## src/rtl/rfb_pkg.sv

```systemverilog
`default_nettype none

package rfb_pkg;

  // Register map of the configuration port.
  localparam int unsigned CFG_ADDR_W = 3;
  localparam logic REG_STAGE_SPAN = 1'b0;
  localparam logic [10:0] SPAN_RESET = 11'd1;

  // Twiddle modes of the complex multiplier.
  localparam logic [1:0] MUL_TW = 2'd0;
  localparam logic [1:0] MUL_ONE = 2'd1;
  localparam logic [1:0] MUL_NEGJ = 2'd2;

  // Rounding offset for the Q2.30 to Q1.15 step.
  localparam logic signed [33:0] RND_HALF = 34'sd16384;

  // Packed Q1.15 complex value, real part in the upper half.
  typedef struct packed {
    logic signed [15:0] re;
    logic signed [15:0] im;
  } cplx_t;

  typedef struct packed {
    logic f;
    logic signed [15:0] v;
  } sat_t;

  typedef struct packed {
    logic f;
    cplx_t v;
  } csat_t;

  typedef struct packed {
    logic [31:0] point_a;
    logic [31:0] point_b;
    logic [31:0] point_c;
    logic [31:0] point_d;
    logic [31:0] twiddle_outer;
    logic [31:0] twiddle_even;
    logic [31:0] twiddle_odd;
    logic [9:0] butterfly_index;
  } in_word_t;

  typedef struct packed {
    logic [31:0] sum_even;
    logic [31:0] sum_odd;
    logic [31:0] diff_even;
    logic [31:0] diff_odd;
    logic [11:0] base_address;
    logic saturated;
  } out_word_t;

  // Clip a wide signed value to 16 bits and report clipping.
  function automatic sat_t sat16(logic signed [19:0] v);
    sat_t s;
    if (v > 20'sd32767) begin
      s.v = 16'sh7fff;
      s.f = 1'b1;
    end else if (v < -20'sd32768) begin
      s.v = 16'sh8000;
      s.f = 1'b1;
    end else begin
      s.v = v[15:0];
      s.f = 1'b0;
    end
    return s;
  endfunction

  // Saturating complex add or subtract.
  function automatic csat_t csum(cplx_t x, cplx_t y, logic sub);
    logic signed [19:0] xr;
    logic signed [19:0] xi;
    logic signed [19:0] yr;
    logic signed [19:0] yi;
    sat_t sr;
    sat_t si;
    csat_t o;
    xr = 20'($signed(x.re));
    xi = 20'($signed(x.im));
    yr = 20'($signed(y.re));
    yi = 20'($signed(y.im));
    sr = sat16(sub ? (xr - yr) : (xr + yr));
    si = sat16(sub ? (xi - yi) : (xi + yi));
    o.v.re = sr.v;
    o.v.im = si.v;
    o.f = sr.f | si.f;
    return o;
  endfunction

endpackage

`default_nettype wire

```

## src/rtl/rfb_cmul.sv

```systemverilog
`default_nettype none

// Two-stage complex multiplier: partial products, then sum, round and clip.
module rfb_cmul (
  input  wire              clk,
  input  wire              en_a,
  input  wire              en_b,
  input  rfb_pkg::cplx_t   x_in,
  input  rfb_pkg::cplx_t   w_in,
  input  wire [1:0]        mode_in,
  output rfb_pkg::cplx_t   y_out,
  output logic             sat_out
);

  rfb_pkg::cplx_t x_r;
  logic [1:0] mode_r;
  logic signed [31:0] p_rr_r;
  logic signed [31:0] p_ii_r;
  logic signed [31:0] p_ri_r;
  logic signed [31:0] p_ir_r;

  logic signed [32:0] re_sum;
  logic signed [32:0] im_sum;
  logic signed [33:0] re_rnd;
  logic signed [33:0] im_rnd;
  rfb_pkg::sat_t re_sat;
  rfb_pkg::sat_t im_sat;
  rfb_pkg::sat_t neg_sat;
  rfb_pkg::cplx_t y_nxt;
  logic sat_nxt;
  rfb_pkg::cplx_t y_r;
  logic sat_r;

  // First stage: the four partial products.
  always_ff @(posedge clk) begin
    if (en_a) begin
      x_r <= x_in;
      mode_r <= mode_in;
      p_rr_r <= $signed(x_in.re) * $signed(w_in.re);
      p_ii_r <= $signed(x_in.im) * $signed(w_in.im);
      p_ri_r <= $signed(x_in.re) * $signed(w_in.im);
      p_ir_r <= $signed(x_in.im) * $signed(w_in.re);
    end
  end

  // Second stage: exact sums, round half up, clip to Q1.15; or pass x, or x times -j.
  always_comb begin
    re_sum = 33'(p_rr_r) - 33'(p_ii_r);
    im_sum = 33'(p_ri_r) + 33'(p_ir_r);
    re_rnd = 34'(re_sum) + rfb_pkg::RND_HALF;
    im_rnd = 34'(im_sum) + rfb_pkg::RND_HALF;
    re_sat = rfb_pkg::sat16({re_rnd[33], re_rnd[33:15]});
    im_sat = rfb_pkg::sat16({im_rnd[33], im_rnd[33:15]});
    neg_sat = rfb_pkg::sat16(-{{4{x_r.re[15]}}, x_r.re});
    case (mode_r)
      rfb_pkg::MUL_TW: begin
        y_nxt.re = re_sat.v;
        y_nxt.im = im_sat.v;
        sat_nxt = re_sat.f | im_sat.f;
      end
      rfb_pkg::MUL_NEGJ: begin
        y_nxt.re = x_r.im;
        y_nxt.im = neg_sat.v;
        sat_nxt = neg_sat.f;
      end
      default: begin
        y_nxt = x_r;
        sat_nxt = 1'b0;
      end
    endcase
  end

  always_ff @(posedge clk) begin
    if (en_b) begin
      y_r <= y_nxt;
      sat_r <= sat_nxt;
    end
  end

  assign y_out = y_r;
  assign sat_out = sat_r;

endmodule

`default_nettype wire

```

## config.mk

```make
export PLATFORM = sky130hd
export DESIGN_NAME = rfb_cmul
export DESIGN_NICKNAME = d
export VERILOG_FILES = /design/src/rtl/rfb_pkg.sv /design/src/rtl/rfb_cmul.sv
export SDC_FILE = /design/constraint.sdc
export NUM_CORES = 2
export LEC_CHECK = 0
export ABC_AREA = 0
export BUFFER_PORTS_ARGS = -buffer_cell sky130_fd_sc_hd__buf_2
export CORE_ASPECT_RATIO = 0.7
export CORE_MARGIN = 3
export CORE_UTILIZATION = 55
export DETAILED_ROUTE_END_ITERATION = 10
export PLACE_DENSITY = 0.81
export SLEW_MARGIN = 10
export SYNTH_ARGS = -nofsm -noshare
export SYNTH_HDL_FRONTEND = slang
export SYNTH_SLANG_ARGS = --single-unit
```

## constraint.sdc

```tcl
create_clock -name clk -period 8.46 [get_ports clk]
set_clock_uncertainty 0.15 [all_clocks]
set_input_delay 1.692 -clock clk [delete_from_list [all_inputs] [get_ports clk]]
set_output_delay 1.692 -clock clk [all_outputs]
set_load 0.05 [all_outputs]
```

==> results_dict.tcl <==
set metrics [dict create \
    ys_top_cells_by_area "fa_1 (42%), edfxtp_1 (12%), ha_1 (11%)" \
    fmax_mhz 120 \
    start_util_pct 55.9 \
    hp-class "register to register" \
    cp_data_required_time_ps 8570 \
    ant_nets 0 \
    crit_start "x_in[30]" \
    worstPathArrival_ps 8450 \
    hold_viol_final 0 \
    cts.sink_count 195 \
    max_stage_delay_ps 540 \
    place_congestion 1.04 \
    avgRoutedWirePerCell_um 21.6 \
    syn-num-nets 6698 \
    synth_top_flop_cell "edfxtp_1" \
    cts-root-buf "clkbuf_16" \
    reg2regPathDepth 12 \
    cp.depth 23 \
    period_needed_ps 8340 \
    synth-edff-count 195 \
    clk_pin_slew_ps 90 \
    cp_slowest_cell "fa_1" \
    synth_area_sq_mm 0.0496 \
    hold_buffers 0 \
    fin_tns_setup_ps 0 \
    r2r-start "p_ri_r[12]" \
    fin_crit_sh_pct 98.5 \
    endpoint_kind "register" \
    vias 36481 \
    cts_buffers 17 \
    max_slew_margin_pct 30.6 \
    cp-endpoint "p_ri_r[29]" \
    r2r_slack_ps 3090 \
    synth_top_area_cell "fa_1" \
    grt_pass1_wl_um 222000 \
    drive_above_1_share_pct 7.07 \
    ys_ff_latch 195 \
    tritoncts "built" \
    die_w_um 365 \
    ys_types 80 \
    avgSynthCellArea_sq_um 9.67 \
    crit_top_cell "fa_1" \
    die_area_sq_mm 0.0938 \
    h-tree-depth 4 \
    utilization_pct 59.9 \
    wirelength_um 139000 \
    drcViolationCount 0 \
    yosys.area.top_type_share_pct 42.3 \
    drtIter0Drc 3873 \
    die_h_um 257 \
    synthArstFlopShare_pct 0 \
    syn-instance-count 5128 \
    ioPinCount 102 \
    rr_endpoint "y_out[4]" \
    grt_max_degree 67 \
    grt_pass1_vias 39032 \
    yosysMostFrequentCell "inv_1" \
    vias_per_cell 5.68 \
    path_max_fanout 11 \
    yosysWarnings 0 \
    core_area_sq_mm 0.0887 \
    area_growth_pct 7.15 \
    worstMarginPinSlew_ps 1040 \
    seq_area_frac_synth_pct 11.8 \
    netlist_top_cells_count "inv_1 (1213), fa_1 (1048), nand2_1 (537)" \
    critical_path_class "input port to register" \
    cp_cell_sequence "buf_2 > nand2_1 > fa_1 > fa_1 > fa_1 > inv_1 > fa_1 > fa_1 > inv_1 > fa_1 > inv_1 > ha_1 > a21o_1 > a21o_1 > a21oi_1 > nor3b_1 > o211ai_1 > a31oi_1 > buf_4 > o21ai_0 > a41oi_1 > nor2b_1 > xnor2_1" \
    dp_hpwl_um 114000 \
    status "finished clean" \
    clkLatencyLatePin_ps 510 \
    clockBufferDepth 2 \
    setup_viol 0 \
    antenna_found_initial 9 \
    gr-total-overflow 0 \
    start_kind "input port" \
    dr.pass1.iters 8 \
    nNetsFinal 6817 \
    rsz0062_at_grt "no" \
    numPortBuffers 101 \
    slew_viol_final 0 \
    grt_use_total_pct 31.1 \
    cp_num_buf_inv 5 \
    max_cap_violations 0 \
    rows 91 \
    critPathTopFamily "adder cells" \
]
## cell families (layout without fill, tap and decap cells)
group                    count (synthesis)  count (layout)  synth area share [%]
adder cells (fa/ha/maj)               1501            1501                  53.8
flip-flops                             195             195                  11.8
AO/OA/AOI/OAI                          477             477                  6.64
AND/OR/NAND/NOR                       1341            1341                  13.5
multiplexers                             7               7                 0.144
buffers and inverters                 1420            1552                  10.8
other                                    0               2                     0
XOR/XNOR                               187             187                  3.34
## registers in the layout, indices dropped and copies added, names as in the netlist
name and flops:
p_ir_r 32, y_out 32, sat_out 1, x_r 32, mode_r 2, p_ri_r 32
p_ii_r 32, p_rr_r 32
## worst register-to-register path, cell delays in order (launching register included)
cell and delay [ps]:
edfxtp_1 380, ha_1 310, ha_1 330, a21oi_1 260, o21a_1 220, o2111ai_1 260, and3_1 330, o31ai_2 650
nand3_1 360, xnor2_1 280, o21ai_1 520, nand3_1 660, o2111ai_1 480
## stage by stage
step	hold slack [ps]	instances	area, sq um	setup slack [ps]
6_report	497	6424	53100	124
3_3_place_gp	464	6390	52500	-78.5
5_1_grt	497	6423	53100	0.831
3_5_place_dp	461	6390	52500	-166
2_1_floorplan	366	5128	49600	679
4_1_cts	481	6422	53100	330
## area by class of cell
cell class                 count  area, sq um
multi-input combinational   3513        38400
fill                        7177        35600
sequential                   195         5860
inverter                    1215         4560
timing repair buffer         305         2250
tap                         1162         1450
clock buffer                  18          429
clock inverter                14          186
antenna                        2         5.00
## placed cells by master, fill, tap and decap left out, drive strengths merged, types with 9 or more instances in the layout
cell type | synthesis | layout
a21oi | 136 | 136
and3 | 24 | 24
fa | 1048 | 1048
a21o | 72 | 72
nand4 | 15 | 15
xnor2 | 148 | 148
a211o | 13 | 13
a31oi | 18 | 18
o21bai | 29 | 29
clkbuf | 200 | 22
nor2 | 116 | 116
o21a | 19 | 19
nand2b | 26 | 26
nor3 | 30 | 30
nand3 | 43 | 43
o21ai | 73 | 73
and2 | 501 | 501
nand2 | 537 | 537
buf | 5 | 301
inv | 1214 | 1222
o211ai | 30 | 30
nor2b | 9 | 9
xor2 | 39 | 39
edfxtp | 195 | 195
ha | 453 | 453
## timing repair
| item | in CTS | in global routing |
|---|---|---|
| endpoints found under the setup margin | 0 | 2 |
| hold endpoints to repair | 0 | 0 |
| resized for setup | 0 | 4 |
| setup buffers | 0 | 0 |
## metal layers
metal  part of all wire [%]  global-route usage [%]
met5                  0.041                       0
met4                    4.6                    11.7
met3                     14                    11.1
met2                     41                    44.0
met1                     40                    44.1
## how the worst min path moves through the flow
stage                       start         to  slack (ps)  cells past startpoint
after floorplan           x_r[15]  y_out[15]         370                      2
after global placement     x_r[2]   y_out[2]         460                      2
after detailed placement   x_r[2]   y_out[2]         460                      2
after CTS                  x_r[1]   y_out[1]         480                      2
after global routing       x_r[1]   y_out[1]         500                      2
final                      x_r[1]   y_out[1]         500                      2
Power is not shown: default switching activity piles up to over one toggle a cycle in this logic, so the estimate is an artifact.
